[src/design/gnms_pkg.sv]
// shared types and constants for the two-box iou suppression block
`timescale 1ns / 1ps

package gnms_pkg;

	localparam int EDGE_W    = 16;
	localparam int SCORE_W   = 17;
	localparam int ID_W      = 16;
	localparam int LIMIT_W   = 17;
	localparam int KEEP_W    = 2;
	localparam int STATUS_W  = 2;
	localparam int CFG_W     = 17;
	localparam int CFG_IDX_W = 1;
	localparam int FRAC_W    = 16;
	localparam int MUL_W     = 32;

	localparam logic [SCORE_W-1:0] SCORE_ONE   = 17'd65536;
	localparam logic [LIMIT_W-1:0] LIMIT_RESET = 17'd29491;
	localparam logic [KEEP_W-1:0]  KEEP_RESET  = 2'd2;

	// register indexes
	localparam logic [CFG_IDX_W-1:0] REG_IOU_LIMIT  = 1'd0;
	localparam logic [CFG_IDX_W-1:0] REG_KEEP_COUNT = 1'd1;

	// result status codes
	localparam logic [STATUS_W-1:0] ST_OK       = 2'd0;
	localparam logic [STATUS_W-1:0] ST_INVERTED = 2'd1;
	localparam logic [STATUS_W-1:0] ST_SCORE    = 2'd2;
	localparam logic [STATUS_W-1:0] ST_FULL     = 2'd3;

	typedef struct packed {
		logic [EDGE_W-1:0]  left_edge;
		logic [EDGE_W-1:0]  top_edge;
		logic [EDGE_W-1:0]  right_bound;
		logic [EDGE_W-1:0]  bottom_bound;
		logic [SCORE_W-1:0] confidence;
		logic [ID_W-1:0]    cand_id;
		logic               final_item;
	} cand_beat_t;

	typedef struct packed {
		logic [EDGE_W-1:0]   out_left;
		logic [EDGE_W-1:0]   out_top;
		logic [EDGE_W-1:0]   out_right;
		logic [EDGE_W-1:0]   out_bottom;
		logic [SCORE_W-1:0]  out_score;
		logic [ID_W-1:0]     out_id;
		logic                rank;
		logic [STATUS_W-1:0] status;
		logic                last_out;
	} result_beat_t;

	typedef struct packed {
		logic               start;
		logic [LIMIT_W-1:0] limit;
	} iou_req_t;

	typedef struct packed {
		logic done;
		logic suppress;
	} iou_rsp_t;

endpackage

[src/design/gnms_iou.sv]
// sequenced iou threshold test built around one shared multiplier
`timescale 1ns / 1ps

module gnms_iou #(
	parameter int COORD_BITS = 16
) (
	input  logic                    clk,
	input  logic                    arst_n,
	input  gnms_pkg::iou_req_t      req,
	input  logic [4*COORD_BITS-1:0] best_box,
	input  logic [4*COORD_BITS-1:0] cand_box,
	output gnms_pkg::iou_rsp_t      rsp
);

	localparam int CB     = COORD_BITS;
	localparam int MW     = gnms_pkg::MUL_W;
	localparam int PW     = 2 * MW;
	localparam int AREA_W = 2 * CB;
	localparam int UNI_W  = 2 * CB + 1;
	localparam int LIM_W  = gnms_pkg::LIMIT_W;
	localparam int RHS_W  = LIM_W + UNI_W;
	localparam int FW     = gnms_pkg::FRAC_W;

	typedef enum logic [2:0] {
		IDLE, MUL_INTER, MUL_AREA_B, MUL_AREA_C, SUB_INTER, MUL_RHS_LO, MUL_RHS_HI, COMPARE
	} iou_state_t;

	iou_state_t state_q;
	logic       done_q;
	logic       sup_q;

	logic [CB-1:0]     iw_q, ih_q, bw_q, bh_q, cw_q, ch_q;
	logic [AREA_W-1:0] inter_q, area_q;
	logic [UNI_W-1:0]  uni_q;
	logic [RHS_W-1:0]  rhs_q;
	logic [LIM_W-1:0]  limit_q;

	logic [CB-1:0] bl, bt, br, bb, cl, ct, cr, cb_e;
	logic [CB-1:0] ix_lo, ix_hi, iy_lo, iy_hi, iw, ih;
	logic [MW-1:0] mul_a, mul_b;
	logic [PW-1:0] prod, uni_ext;

	always_comb begin
		bl    = best_box[4*CB-1 -: CB];
		bt    = best_box[3*CB-1 -: CB];
		br    = best_box[2*CB-1 -: CB];
		bb    = best_box[CB-1:0];
		cl    = cand_box[4*CB-1 -: CB];
		ct    = cand_box[3*CB-1 -: CB];
		cr    = cand_box[2*CB-1 -: CB];
		cb_e  = cand_box[CB-1:0];
		ix_lo = (bl > cl) ? bl : cl;
		ix_hi = (br < cr) ? br : cr;
		iy_lo = (bt > ct) ? bt : ct;
		iy_hi = (bb < cb_e) ? bb : cb_e;
		iw    = (ix_hi > ix_lo) ? ix_hi - ix_lo : '0;
		ih    = (iy_hi > iy_lo) ? iy_hi - iy_lo : '0;
	end

	// operand select for the shared multiplier
	always_comb begin
		uni_ext = PW'(uni_q);
		mul_a   = '0;
		mul_b   = '0;
		unique case (state_q)
			MUL_INTER: begin
				mul_a = MW'(iw_q);
				mul_b = MW'(ih_q);
			end
			MUL_AREA_B: begin
				mul_a = MW'(bw_q);
				mul_b = MW'(bh_q);
			end
			MUL_AREA_C: begin
				mul_a = MW'(cw_q);
				mul_b = MW'(ch_q);
			end
			MUL_RHS_LO: begin
				mul_a = MW'(limit_q);
				mul_b = uni_ext[MW-1:0];
			end
			MUL_RHS_HI: begin
				mul_a = MW'(limit_q);
				mul_b = uni_ext[PW-1:MW];
			end
			default: begin
			end
		endcase
		prod = PW'(mul_a) * PW'(mul_b);
	end

	always_ff @(posedge clk or negedge arst_n) begin
		if (!arst_n) begin
			state_q <= IDLE;
			done_q  <= 1'b0;
			sup_q   <= 1'b0;
		end else begin
			unique case (state_q)
				IDLE: begin
					done_q <= 1'b0;
					if (req.start) begin
						state_q <= MUL_INTER;
					end
				end
				MUL_INTER:  state_q <= MUL_AREA_B;
				MUL_AREA_B: state_q <= MUL_AREA_C;
				MUL_AREA_C: state_q <= SUB_INTER;
				SUB_INTER:  state_q <= MUL_RHS_LO;
				MUL_RHS_LO: state_q <= MUL_RHS_HI;
				MUL_RHS_HI: state_q <= COMPARE;
				COMPARE: begin
					// zero union counts as no overlap
					done_q  <= 1'b1;
					sup_q   <= (uni_q != '0) &&
						(RHS_W'({inter_q, {FW{1'b0}}}) > rhs_q);
					state_q <= IDLE;
				end
				default: state_q <= IDLE;
			endcase
		end
	end

	always_ff @(posedge clk) begin
		unique case (state_q)
			IDLE: begin
				if (req.start) begin
					iw_q    <= iw;
					ih_q    <= ih;
					bw_q    <= br - bl;
					bh_q    <= bb - bt;
					cw_q    <= cr - cl;
					ch_q    <= cb_e - ct;
					limit_q <= req.limit;
				end
			end
			MUL_INTER:  inter_q <= AREA_W'(prod);
			MUL_AREA_B: area_q  <= AREA_W'(prod);
			MUL_AREA_C: uni_q   <= UNI_W'(area_q) + UNI_W'(prod);
			SUB_INTER:  uni_q   <= uni_q - UNI_W'(inter_q);
			MUL_RHS_LO: rhs_q   <= RHS_W'(prod);
			MUL_RHS_HI: rhs_q   <= rhs_q + RHS_W'({prod, {MW{1'b0}}});
			default: begin
			end
		endcase
	end

	assign rsp.done     = done_q;
	assign rsp.suppress = sup_q;

endmodule

[config.mk]
export PLATFORM = sky130hd
export DESIGN_NAME = gnms_iou
export DESIGN_NICKNAME = d
export VERILOG_FILES = /design/src/design/gnms_pkg.sv /design/src/design/gnms_iou.sv
export SDC_FILE = /design/constraint.sdc
export NUM_CORES = 2
export LEC_CHECK = 0
export BUFFER_PORTS_ARGS = -buffer_cell sky130_fd_sc_hd__buf_2
export CORE_MARGIN = 8
export CORE_UTILIZATION = 40
export DETAILED_ROUTE_END_ITERATION = 16
export GPL_TIMING_DRIVEN = 0
export PLACE_DENSITY = 0.64
export SLEW_MARGIN = 15
export SYNTH_ARGS = -nofsm -noshare
export SYNTH_HDL_FRONTEND = slang
export SYNTH_SLANG_ARGS = --single-unit
[constraint.sdc]
create_clock -name clk -period 15.22 [get_ports clk]
set_input_delay 0 -clock clk [delete_from_list [all_inputs] [get_ports clk]]
set_output_delay 0 -clock clk [all_outputs]
set_load 0.03 [all_outputs]
==> summary.txt <==
Syn Nets: 5176
Synth Area in Simple Gates: 0.143
CP max FO: 27
vias per cell: 5.48
Pins Over Slew Limit: 0
post-synthesis mux area share: 0.0284
Crit Reg-Reg Startpoint: state_q[1]$_DFFE_PN0P_
HPWL Detailed: 105 mm
CTS tree: built
Die Y-Extent: 325 um
max_slew headroom: 0.108
first-pass GRT wire length: 191 mm
Post-Syn Area: 0.0382 mm2
clock tree buffer depth: 3
clk root buf: clkbuf_16
FF-to-FF End: uni_q[32]$_DFFE_PP_
crit path DAT: 12700 ps
initial antenna violation count: 12
nets@finish: 5441
worst slew pin tran: 1330 ps
Max Cap Violations: 0
max incr delay on CP: 750 ps
main combinational cell family by area after synthesis: adder cells
First-pass DRT Iterations: 6
crit path kind: flop to flop
final cycle utilization of the critical path: 0.816
total grt overflow: 0
status: completed
Hold WS: 6.73 ps
RSZ-0062 raised after global routing: false
Yosys top cell by area: fa_1
I/O pin count: 150
share of post-route cells with drive strength above 1: 0.0780
Initial DRC Count: 2649
post-synthesis xor/xnor area fraction: 0.0360
H-tree depth: 1
post_cts resized: 0
Initial Util: 0.403
Hold Path Sink: bh_q[11]$_DFFE_PP_
final setup fails: 0
Placement Setup Slack: 2890 ps
Synth Area in Compound Gates: 0.132
Die Width: 325 um
Rows: 113
top cells by count, synth: inv_1, nand2_1, fa_1
Worst EP required: 15510 ps
Worst Hold Path Cells: 4
Clk Latency, worst-skew pair: 590 ps
Num CTS Buffers: 29
HP Start: best_box[11]
Final Worst Setup Slack: 2810 ps
DRC: 0
via count: 31400
Synth Instances: 4174
All-Layer GR Usage: 0.231
min Tclk post-route: 12410 ps
placed cells: 5612
clock skew: 35.5 ps
synth top area cells: fa_1, edfxtp_1, ha_1
flop2flop setup slack: 2810 ps
Synth cell types: 95
Reg2Reg Depth: 36
Final ANT Viol Nets: 0
largest net degree at the start of global routing: 33
Ys Warns: 0
Async SR Flop Fraction: 0.0189
Fin. Hold Viols: 0
register area share after synthesis: 0.208
vias in the first global route: 31800
HP Class: input port to flop
critical path launch point type: flop
I/O Buffers: 149
slowest CP cell: xor2_1
final WL: 125 mm
post-synth top area share: 0.241
Area Growth Syn to Fin: 10.9%
cell with the most instances after synthesis: inv_1
f_max: 0.0806 GHz
post-synthesis adder-cell area fraction: 0.370
core area: 0.0947 mm2
clock sink total: 265
Crit path top cell by count: fa_1
gpl congestion: 0.971
Post-Route Utilization: 0.447
fin cells: 5730
Post-synth EDFFs: 260
post-synthesis register bit count: 265
DR WL/cell: 21.8 um
die area: 0.106 mm2
CP endpoint kind: flop
clock slew at reported path FFs: 60 ps
synthesized area per cell: 9.15 um2
Top FF cell, synth: edfxtp_1
[cells in the final DEF, fill, tap and decap left out, drive strengths merged, types with 47 or more instances in the layout]
cell and count:
inv 673, nand2 533, fa 459, ha 395, nor2 332, edfxtp 260
buf 198, a21oi 175, o21ai 165, clkbuf 161, a21o 134, xnor2 103
and2 64, dlygate4sd3 61, mux2 57, o21a 57, xor2 54, nor3 47
[stage by stage]
step / cell area [um2] / setup TNS (ps)
after floorplan: 38200 / 0
after global placement: 40500 / -348140
after detailed placement: 40800 / 0
after CTS: 42300 / 0
after global routing: 42300 / 0
final: 42300 / 0
[cell families (layout without fill, tap and decap cells)]
group           Yosys count  count (layout)
fa+ha+maj               854             854
compound gates          751             751
flops                   265             265
other cells               0               5
simple gates           1227            1227
buf+inv                 819            1105
xor+xnor                157             157
mux                     101             101
[area by class of cell]
cell class / instances / area, um2
Multi-Input combinational cell: 3090 / 27200
Clock buffer: 39 / 763
Inverter: 672 / 2520
Clock inverter: 13 / 129
Antenna cell: 5 / 12.5
Timing Repair Buffer: 234 / 1560
Buffer: 147 / 631
Sequential cell: 265 / 7930
Tap cell: 1265 / 1580
Fill cell: 9310 / 52400
[repair_timing]
item | in CTS | in global routing
setup buffers | 0 | 0
hold endpoints to repair | 54 | 0
hold buffers | 61 | 0
setup endpoints to repair | 0 | 0
[worst max-delay path, delay by kind of cell, from the launching register on]
| family | cells | cell delay (ps) |
|---|---|---|
| adders and majority gates | 8 | 3810 |
| AOI/OAI and AO/OA | 11 | 3380 |
| buffers and inverters | 5 | 2050 |
| and+or+nand+nor | 9 | 1560 |
| xor gates and xnor gates | 2 | 910 |
| DFF | 1 | 330 |
| muxes | 1 | 80 |
[per-layer routing]
layer  GRT usage  wire length, um  vias to the layer above
li1            -                -                    14400
met1       0.312            53000                    15500
met2       0.382            57900                     1273
met3      0.0339             9640                      233
met4      0.0763             4650                        0
met5           0                0                        -
[registers in the layout, summed over array words and instances (netlist names)]
name	cells
sup_q	1
done_q	1
ih_q	16
bh_q	16
cw_q	16
ch_q	16
rhs_q	50
limit_q	17
state_q	3
area_q	32
iw_q	16
inter_q	32
uni_q	33
bw_q	16
[how the worst max path moves through the flow]
stage / from / endpoint / cells past startpoint
floorplan: state_q[2]$_DFFE_PN0P_ / bh_q[0]$_DFFE_PP_ / 5
global placement: state_q[2]$_DFFE_PN0P_ / limit_q[4]$_DFFE_PP_ / 5
detailed placement: state_q[1]$_DFFE_PN0P_ / uni_q[32]$_DFFE_PP_ / 36
CTS: state_q[1]$_DFFE_PN0P_ / uni_q[32]$_DFFE_PP_ / 36
global route: state_q[1]$_DFFE_PN0P_ / uni_q[32]$_DFFE_PP_ / 36
finish: state_q[1]$_DFFE_PN0P_ / uni_q[32]$_DFFE_PP_ / 36
Power is left out: the tool's default activity adds up to more than one toggle a clock period on the data nets, which glitch-free logic cannot reach.
