==> config.mk <==
export PLATFORM = sky130hd
export DESIGN_NAME = gnms_ram
export DESIGN_NICKNAME = d
export VERILOG_FILES = /design/src/design/gnms_ram.sv
export SDC_FILE = /design/constraint.sdc
export NUM_CORES = 1
export LEC_CHECK = 0
export ABC_AREA = 1
export BUFFER_PORTS_ARGS = -buffer_cell sky130_fd_sc_hd__buf_2
export CAP_MARGIN = 40
export CORE_ASPECT_RATIO = 1.25
export CORE_UTILIZATION = 31
export CTS_CLUSTER_DIAMETER = 80
export DETAILED_ROUTE_END_ITERATION = 6
export PLACE_DENSITY_LB_ADDON = 0.1
export REMOVE_ABC_BUFFERS = 1
export SYNTH_ARGS = -nofsm -noshare
export SYNTH_HDL_FRONTEND = slang
export SYNTH_SLANG_ARGS = --single-unit
==> constraint.sdc <==
create_clock -name clk -period 1.14 [get_ports clk]
set_clock_uncertainty 0.15 [all_clocks]
set_input_delay 0.057 -clock clk [delete_from_list [all_inputs] [get_ports clk]]
set_output_delay 0.057 -clock clk [all_outputs]
set_load 0.05 [all_outputs]
==> src/design/gnms_ram.sv <==
// generic single-write, single-read ram with registered read data
`timescale 1ns / 1ps

module gnms_ram #(
	parameter int WIDTH = 8,
	parameter int DEPTH = 2
) (
	input  logic                     clk,
	input  logic                     we,
	input  logic [$clog2(DEPTH)-1:0] waddr,
	input  logic [WIDTH-1:0]         wdata,
	input  logic                     re,
	input  logic [$clog2(DEPTH)-1:0] raddr,
	output logic [WIDTH-1:0]         rdata
);

	logic [WIDTH-1:0] mem_q [DEPTH];
	logic [WIDTH-1:0] rdata_q;

	always_ff @(posedge clk) begin
		if (we) begin
			mem_q[waddr] <= wdata;
		end
		if (re) begin
			rdata_q <= mem_q[raddr];
		end
	end

	assign rdata = rdata_q;

endmodule

==> results of run 1 <==
[layout make-up]
type,count,share of cell area
Clock buffer,3,0.0204
Multi-Input combinational cell,26,0.0883
Timing Repair Buffer,30,0.188
Inverter,3,0.0102
Tap cell,33,0.0374
Clock inverter,1,0.00340
Sequential cell,24,0.652
[logic make-up after synthesis]
kind of cell	count (synthesis)	share of synthesized area
buffers and inverters	4	0.0268
flip-flops	24	0.857
AND/OR/NAND/NOR	26	0.116
[layout by cell type (no fill, tap or decap), drive strengths merged]
cell type | synthesis | routed
nand2 | 25 | 25
edfxtp | 24 | 24
buf | 1 | 21
dlygate4sd3 | 0 | 9
clkbuf | 0 | 3
inv | 3 | 3
nor2 | 1 | 1
clkinv | 0 | 1
[final timing paths]
check,startpoint,to,slack [ps],depth (start not counted)
min,raddr,rdata[1],8,3
max reg2reg,mem_q[1][5],rdata[5],250,2
min reg2reg,mem_q[0][4],rdata[4],380,2
max,rdata[3],rdata[3],40,1
[stage by stage]
step	power, mW	util	worst slack (ps)	instances	area [µm²]
floorplan	1.18	-	173	53	830
global placement	1.24	0.391	243	107	978
detailed placement	1.24	0.391	225	107	978
CTS	1.62	0.438	8.17	120	1090
global route	1.68	0.442	0.270	120	1100
finish	1.61	0.442	41.1	120	1100
[what timing repair did]
item,4_1_cts,5_1_grt
setup endpoints to repair,0,4
hold buffers,9,0
gates resized for setup,0,8
endpoints found under the hold margin,24,0
[flip-flops by register name, indices dropped and copies added, names as in the netlist]
name / count
mem_q: 16
rdata: 8
[power by group through the flow]
stage | logic [mW] | clock network (mW) | registers [mW]
2_1_floorplan | 0.0341 | 0 | 1.15
3_5_place_dp | 0.169 | 0 | 1.08
3_3_place_gp | 0.169 | 0 | 1.07
5_1_grt | 0.212 | 0.403 | 1.06
4_1_cts | 0.193 | 0.372 | 1.05
6_report | 0.196 | 0.357 | 1.05
[routing by layer]
metal,global-route usage,share of wire,vias to the layer above,wire length (µm)
met5,0,0,-,0
li1,-,-,249,-
met2,0.151,0.51,14,596
met1,0.0914,0.43,207,496
met4,0.0756,0.016,0,19
met3,0.0153,0.044,2,51
==> run_results.csv, run 1 <==
group,metric,value,unit
logic_synthesis,synth.area.top_cells,"edfxtp_1, nand2_1, buf_6",
layout,seq_area,721,µm²
floorplan,num_rows,20,
logic_synthesis,synth-main-ff-cell,"edfxtp_1",
cts,cts.clk_slew.worst_paths,120,ps
setup_path,cp-start-kind,"flip-flop",
sta,period_share,0.964,
detailed_routing,routedWlPerCell,9.70,µm
job,cap_viol_max_count,0,
setup_path,cp.buffers_inverters,1,
sta,drv_slew,0,
detailed_routing,drc_errors,0,
setup_path,cp_slowest_stage_delay,340,ps
setup_path,critical_path_class,"reg -> out",
setup_path,required,930,ps
layout,drive_gt1_frac,0.287,
logic_synthesis,yosysUniqueCellTypes,6,
sta,hold_viol,0,
power,power.density,1460,nW/µm²
cts,cts_buffers,3,
layout,nFillCells,246,
sta,period_minus_slack,1100,ps
placement,place_congestion,0.682,
power,comb_power_share,0.122,
logic_synthesis,ys_warn_count,0,
floorplan,die_h,60.2,µm
detailed_routing,wl,1.16,mm
min_path,holdCritPathClass,"in -> reg",
detailed_routing,initialDrtViolationCount,18,
cts,cts-root-buf,"clkbuf_4",
layout,syn_to_final_growth,31.4,%
cts,clk_latency,300,ps
sta,final.setup.tns,0,ps
global_route,grt_overflow,0,
global_route,grt_antenna_before_repair,0,
setup_path,cp.arrival,890,ps
cts,cts_setup_buffers,0,
power,seqPwrFrac,0.656,
logic_synthesis,synth_top_area_frac,0.857,
detailed_routing,antenna_left,0,
floorplan,num_io_pins,21,
logic_synthesis,yosysMostFrequentCell,"nand2_1",
detailed_routing,dr.pass1.iters,4,
placement,numPortBuffers,20,
sta,setup_viol,0,
floorplan,start_util,0.336,
global_route,grt_pass1_vias,411,
logic_synthesis,synth.avg_cell_area,15.6,µm²
cts,cts_tree,"built",
floorplan,core_area,2500,µm²
power,p_sw_frac,0.231,
global_route,grt_max_degree,14,
cts,clock_sinks,24,
logic_synthesis,synthTopCellsByCount,"nand2_1, edfxtp_1, inv_1",
sta,worst_slew_margin_rel,0.797,
setup_path,crit_family,"flip-flops",
setup_path,cp-end-kind,"output pin",
logic_synthesis,synth_edf_count,24,
logic_synthesis,netlist.top_cell.by_area,"edfxtp_1",
cts,cts_buffer_depth,2,
detailed_routing,vias_per_cell,3.93,
sta,fmax,910,MHz
sta,rsz0062_at_grt,"no",
sta,worst_hold_slack,7.51,ps
sta,tightest_slew,305,ps
power,ir_drop,0.728,mV
layout,n_antenna_cell,0,
status,outcome,"finished, final reports clean",
power,pwr-share-clk,0.222,
logic_synthesis,async_reset_ff_frac,0,
cts,htreeDepth,1,
logic_synthesis,synth-seq-cells,24,
power,p_sw,0.372,mW
global_route,grt_pass1_wl,1.79,mm
global_route,grtUsageTotal,0.0864,
logic_synthesis,ys_seq_area_frac,0.857,
floorplan,die_w,48.6,µm
setup_path,crit_path_cell_trace,"buf_2",
detailed_routing,vias,472,
floorplan,die_area,2930,µm²
layout,final_nets,101,
setup_path,crit_fanout,1,
layout,multi_input_area,97.6,µm²
power,leakage,0.462,nW
logic_synthesis,synth_cells,54,
logic_synthesis,synth.cell_area,841,µm²
setup_path,cpMaxStageDelayCell,"edfxtp_1",
power,intPower,1.24,mW
Note: power is estimated with default switching activity, not from simulation.
==> run 2: changes to the inputs <==
--- a/config.mk
+++ b/config.mk
@@ -12,7 +12,7 @@
 export CORE_UTILIZATION = 31
 export CTS_CLUSTER_DIAMETER = 80
 export DETAILED_ROUTE_END_ITERATION = 6
-export PLACE_DENSITY_LB_ADDON = 0.1
+export PLACE_DENSITY_LB_ADDON = 0.05
 export REMOVE_ABC_BUFFERS = 1
 export SYNTH_ARGS = -nofsm -noshare
 export SYNTH_HDL_FRONTEND = slang
==> run 2 against run 1 <==
Compared with the run above: count of clock-buffer cells in the layout unchanged; core utilization decreased by 0.10 points; maximum frequency rose by 0.56%; sequential power about the same; critical endpoint is now rdata[1]; highest routed layer unchanged.
==> run_results.csv, run 2 (synthesis results as in run 1) <==
group,metric,value,unit
detailed_routing,vias_per_cell,4.00,
setup_path,regToRegSetupSlack,250,ps
floorplan,start_util,0.336,
sta,tightest_slew,301,ps
detailed_routing,routedWlPerCell,9.97,µm
sta,rsz0062_at_grt,"no",
layout,n_antenna_cell,0,
floorplan,die_area,2930,µm²
cts,cts.clk_slew.worst_paths,110,ps
setup_path,critPathLaunch,"rdata[1]",
setup_path,cp_slowest_stage_delay,340,ps
layout,nFillCells,248,
power,power.density,1450,nW/µm²
sta,period_minus_slack,1090,ps
setup_path,crit_fanout,1,
global_route,grt_pass1_wl,1.97,mm
detailed_routing,vias,476,
sta,worst_slew_margin_rel,0.799,
setup_path,rr_endpoint,"rdata[3]",
status,outcome,"finished, final reports clean",
layout,final_cell_mix,"nand2_1, edfxtp_1, buf_2, dlygate4sd3_1",
placement,place_area,978,µm²
placement,numPortBuffers,20,
setup_path,reg2reg_depth,2,
setup_path,crit_family,"flip-flops",
cts,cts_tree,"built",
min_path,holdCritPathClass,"in -> reg",
cts,cts_setup_buffers,0,
setup_path,cpMaxStageDelayCell,"edfxtp_1",
global_route,grt_antenna_before_repair,0,
setup_path,timing.rr.start,"mem_q[1][3]",
cts,cts_buffer_depth,2,
setup_path,worstSetupEndpoint,"rdata[1]",
floorplan,die_w,48.6,µm
detailed_routing,dr.pass1.iters,4,
detailed_routing,initialDrtViolationCount,6,
setup_path,cp.buffers_inverters,1,
layout,drive_gt1_frac,0.291,
sta,period_share,0.959,
floorplan,die_h,60.2,µm
sta,setup_viol,0,
setup_path,critical_path_class,"reg -> out",
setup_path,cp-end-kind,"output pin",
job,cap_viol_max_count,0,
cts,cts_buffers,3,
power,ir_drop,0.643,mV
sta,hold_viol,0,
floorplan,num_rows,20,
setup_path,cp-start-kind,"flip-flop",
layout,layout_commonest_cell,"nand2_1",
cts,cts-root-buf,"clkbuf_4",
layout,largest_reg_flops,16,
floorplan,num_io_pins,21,
detailed_routing,drc_errors,0,
power,leakage,0.461,nW
placement,place_congestion,0.643,
setup_path,cp.arrival,890,ps
setup_path,required,930,ps
layout,top_register,"mem_q",
placement,post-dp-hpwl,828,µm
setup_path,path_depth,1,
layout,final_area,1100,µm²
layout,syn_to_final_growth,31.1,%
sta,drv_slew,0,
cts,htreeDepth,1,
sta,final.setup.tns,0,ps
cts,clock_sinks,24,
global_route,grt_overflow,0,
sta,fmax,915,MHz
detailed_routing,wl,1.19,mm
detailed_routing,antenna_left,0,
setup_path,crit_path_cell_trace,"buf_2",
global_route,grtUsageTotal,0.0952,
floorplan,core_area,2500,µm²
global_route,grt_max_degree,13,
cts,clk_latency,300,ps
global_route,grt_pass1_vias,465,
layout,final_nets,101,
==> run 2: metal layers <==
| layer | vias to the layer above | share of wire | GRT usage |
|---|---|---|---|
| li1 | 250 | - | - |
| met1 | 207 | 0.42 | 0.103 |
| met2 | 17 | 0.53 | 0.169 |
| met3 | 2 | 0.042 | 0.0153 |
| met4 | 0 | 0.0084 | 0.0756 |
| met5 | - | 0 | 0 |
==> run 2: through the flow <==
step	setup slack (ps)	instances	utilization	total power [mW]	hold slack, ps
floorplan	173	53	-	1.18	5.87
global placement	238	107	0.391	1.24	100
detailed placement	214	107	0.391	1.24	102
CTS	19.5	119	0.436	1.61	1.29
global route	3.34	119	0.441	1.67	7.45
finish	47.2	119	0.441	1.59	3.95
==> run 2: where the power goes <==
part	internal (mW)	total (mW)	switching (mW)	leakage, nW
clock network	0.123	0.343	0.220	0.0138
logic	0.0686	0.198	0.129	0.218
registers	1.04	1.05	0.0135	0.230
==> run 2: how the worst min path moves through the flow <==
| stage | start | end | slack (ps) | depth (start not counted) |
|---|---|---|---|---|
| after floorplan | wdata[0] | mem_q[0][0] | 6 | 0 |
| after global placement | wdata[1] | mem_q[0][1] | 100 | 1 |
| after detailed placement | wdata[3] | mem_q[0][3] | 100 | 1 |
| after CTS | raddr | rdata[0] | 1 | 3 |
| after global routing | raddr | rdata[0] | 7 | 3 |
| final | raddr | rdata[6] | 4 | 3 |
==> run 2: cell type report <==
type	instances	area, µm²	area share
clock buffer	3	22.5	0.0204
sequential	24	721	0.654
inverter	3	11.3	0.0102
tap	33	41.3	0.0375
multi-input combinational	26	97.6	0.0885
timing repair buffer	30	209	0.190
==> run 2: timing repair <==
action	CTS	global route
hold buffers	9	0
hold endpoints to repair	24	0
endpoints found under the setup margin	0	3
resized for setup	0	7
==> run 3: changes to the inputs <==
--- a/config.mk
+++ b/config.mk
@@ -6,13 +6,15 @@
 export NUM_CORES = 1
 export LEC_CHECK = 0
 export ABC_AREA = 1
-export BUFFER_PORTS_ARGS = -buffer_cell sky130_fd_sc_hd__buf_2
 export CAP_MARGIN = 40
 export CORE_ASPECT_RATIO = 1.25
 export CORE_UTILIZATION = 31
 export CTS_CLUSTER_DIAMETER = 80
 export DETAILED_ROUTE_END_ITERATION = 6
+export DONT_BUFFER_PORTS = 1
+export GPL_ROUTABILITY_DRIVEN = 0
 export PLACE_DENSITY_LB_ADDON = 0.05
+export RECOVER_POWER = 50
 export REMOVE_ABC_BUFFERS = 1
 export SYNTH_ARGS = -nofsm -noshare
 export SYNTH_HDL_FRONTEND = slang
==> run 3 against run 2 <==
Compared with the run above: the flow now finishes with violations (negative setup slack); core utilization decreased by 3.0 points; setup slack got worse by 77 ps; wire length is 8.5% higher; clock power grew 5%; sequential power up 8%; die area unchanged; via count shrank 6.3%; design area shrank 6.8%; maximum frequency shrank 6.6%; final cell count shrank 13%; global-route usage up 1.5 points; sequential share of layout area grew 4.8 points; critical endpoint is now rdata[4]; largest cell class unchanged; largest power group unchanged.
==> run_results.csv, run 3 (synthesis results as in run 1) <==
group,metric,value,unit
status,outcome,"complete, but fails checks",
status,violations,"negative setup slack",
cts,cts.clk_slew.worst_paths,120,ps
setup_path,required,930,ps
sta,drv_slew,0,
placement,post-dp-hpwl,896,µm
global_route,grt_pass1_wl,2.25,mm
detailed_routing,drc_errors,0,
power,leakage,0.401,nW
layout,drive_gt1_frac,0.0714,
layout,final_cell_mix,"nand2_1, edfxtp_1, dlygate4sd3_1, clkbuf_4, inv_1",
detailed_routing,antenna_left,0,
sta,final.setup.tns,-173,ps
global_route,grt_pass1_vias,470,
detailed_routing,vias,446,
sta,period_share,1.03,
cts,cts-root-buf,"clkbuf_4",
layout,layout_commonest_cell,"nand2_1",
global_route,top_usage_layer,"met2",
setup_path,crit_fanout,1,
power,pwr-share-clk,0.227,
global_route,grt_max_degree,14,
min_path,holdCritPathClass,"in -> reg",
cts,clk_latency,300,ps
sta,fmax,855,MHz
cts,cts_setup_buffers,0,
sta,worst_slew_margin_rel,0.684,
detailed_routing,dr.pass1.iters,3,
job,cap_viol_max_count,0,
power,intPower,1.21,mW
power,seqPwrFrac,0.715,
power,power.density,1540,nW/µm²
layout,final_nets,84,
floorplan,die_area,2930,µm²
placement,numPortBuffers,0,
detailed_routing,wl,1.29,mm
placement,placed_cells,87,
global_route,grt_overflow,0,
global_route,grtUsageTotal,0.111,
floorplan,die_w,48.6,µm
layout,largest_reg_flops,16,
global_route,grt_antenna_before_repair,0,
detailed_routing,initialDrtViolationCount,9,
floorplan,die_h,60.2,µm
sta,hold_viol,0,
global_route,use_met1,0.120,
setup_path,critical_path_class,"reg -> out",
cts,cts_buffers,3,
detailed_routing,vias_per_cell,4.33,
cts,clock_sinks,24,
setup_path,cp-start-kind,"flip-flop",
sta,period_minus_slack,1170,ps
power,comb_power_share,0.059,
power,ir_drop,0.797,mV
sta,rsz0062_at_grt,"yes",
cts,cts_buffer_depth,2,
floorplan,start_util,0.336,
layout,n_antenna_cell,0,
cts,htreeDepth,1,
setup_path,cp.arrival,960,ps
global_route,grt_util_met2,0.195,
sta,tightest_slew,475,ps
cts,cts_tree,"built",
sta,setup_viol,8,
floorplan,num_rows,20,
floorplan,core_area,2500,µm²
setup_path,cp-end-kind,"output pin",
sta,setup_ws,-29.4,ps
layout,top_register,"mem_q",
power,p_sw,0.371,mW
detailed_routing,routedWlPerCell,12.5,µm
floorplan,num_io_pins,21,
global_route,gr-usage-met3,0.0254,
layout,fin_cells,103,
layout,syn_to_final_growth,22.2,%
power,p_sw_frac,0.234,
## run 3: timing repair
| item | CTS | global route |
|---|---|---|
| hold buffers | 12 | 0 |
| endpoints found under the setup margin | 8 | 16 |
| endpoints found under the hold margin | 48 | 0 |
| gates cloned | 0 | 0 |
| gates resized for setup | 0 | 1 |
## run 3: power by group through the flow
stage               Clock (mW)  Sequential (mW)  Combinational [mW]
global placement             0             1.15              0.0435
global route             0.426             1.14               0.107
detailed placement           0             1.15              0.0469
CTS                      0.380             1.13              0.0936
finish                   0.359             1.13              0.0929
floorplan                    0             1.15              0.0341
## run 3: path summary, 6_finish.rpt
path / from / to / slack (ps) / cells past startpoint
worst max-delay path: rdata[4] / rdata[4] / -30 / 0
worst max register to register: mem_q[1][3] / rdata[3] / 220 / 2
worst min register to register: mem_q[1][7] / rdata[7] / 390 / 2
worst min-delay path: raddr / rdata[7] / 210 / 3
## run 3: layout make-up
type                            count  area [µm²]
Tap cell                           33        41.3
Fill cell                         258        1480
Multi-Input combinational cell     26        97.6
Inverter                            3        11.3
Sequential cell                    24         721
Clock buffer                        3        22.5
Clock inverter                      1        3.75
Timing Repair Buffer               13         130
## run 3: routing by layer
metal | part of all wire | vias up
met1 | 0.40 | 210
met5 | 0 | -
li1 | - | 217
met2 | 0.55 | 17
met3 | 0.040 | 2
met4 | 0.0078 | 0
## run 3: through the flow
step / worst slack (ps) / power [mW] / hold slack [ps] / utilization / area, µm²
after floorplan: 173 / 1.18 / 5.87 / - / 830
after global placement: 270 / 1.19 / 5.97 / 0.351 / 878
after detailed placement: 236 / 1.20 / 5.97 / 0.351 / 878
after CTS: -48.8 / 1.61 / 233 / 0.410 / 1020
after global routing: -86.3 / 1.67 / 204 / 0.411 / 1030
final: -29.4 / 1.58 / 205 / 0.411 / 1030
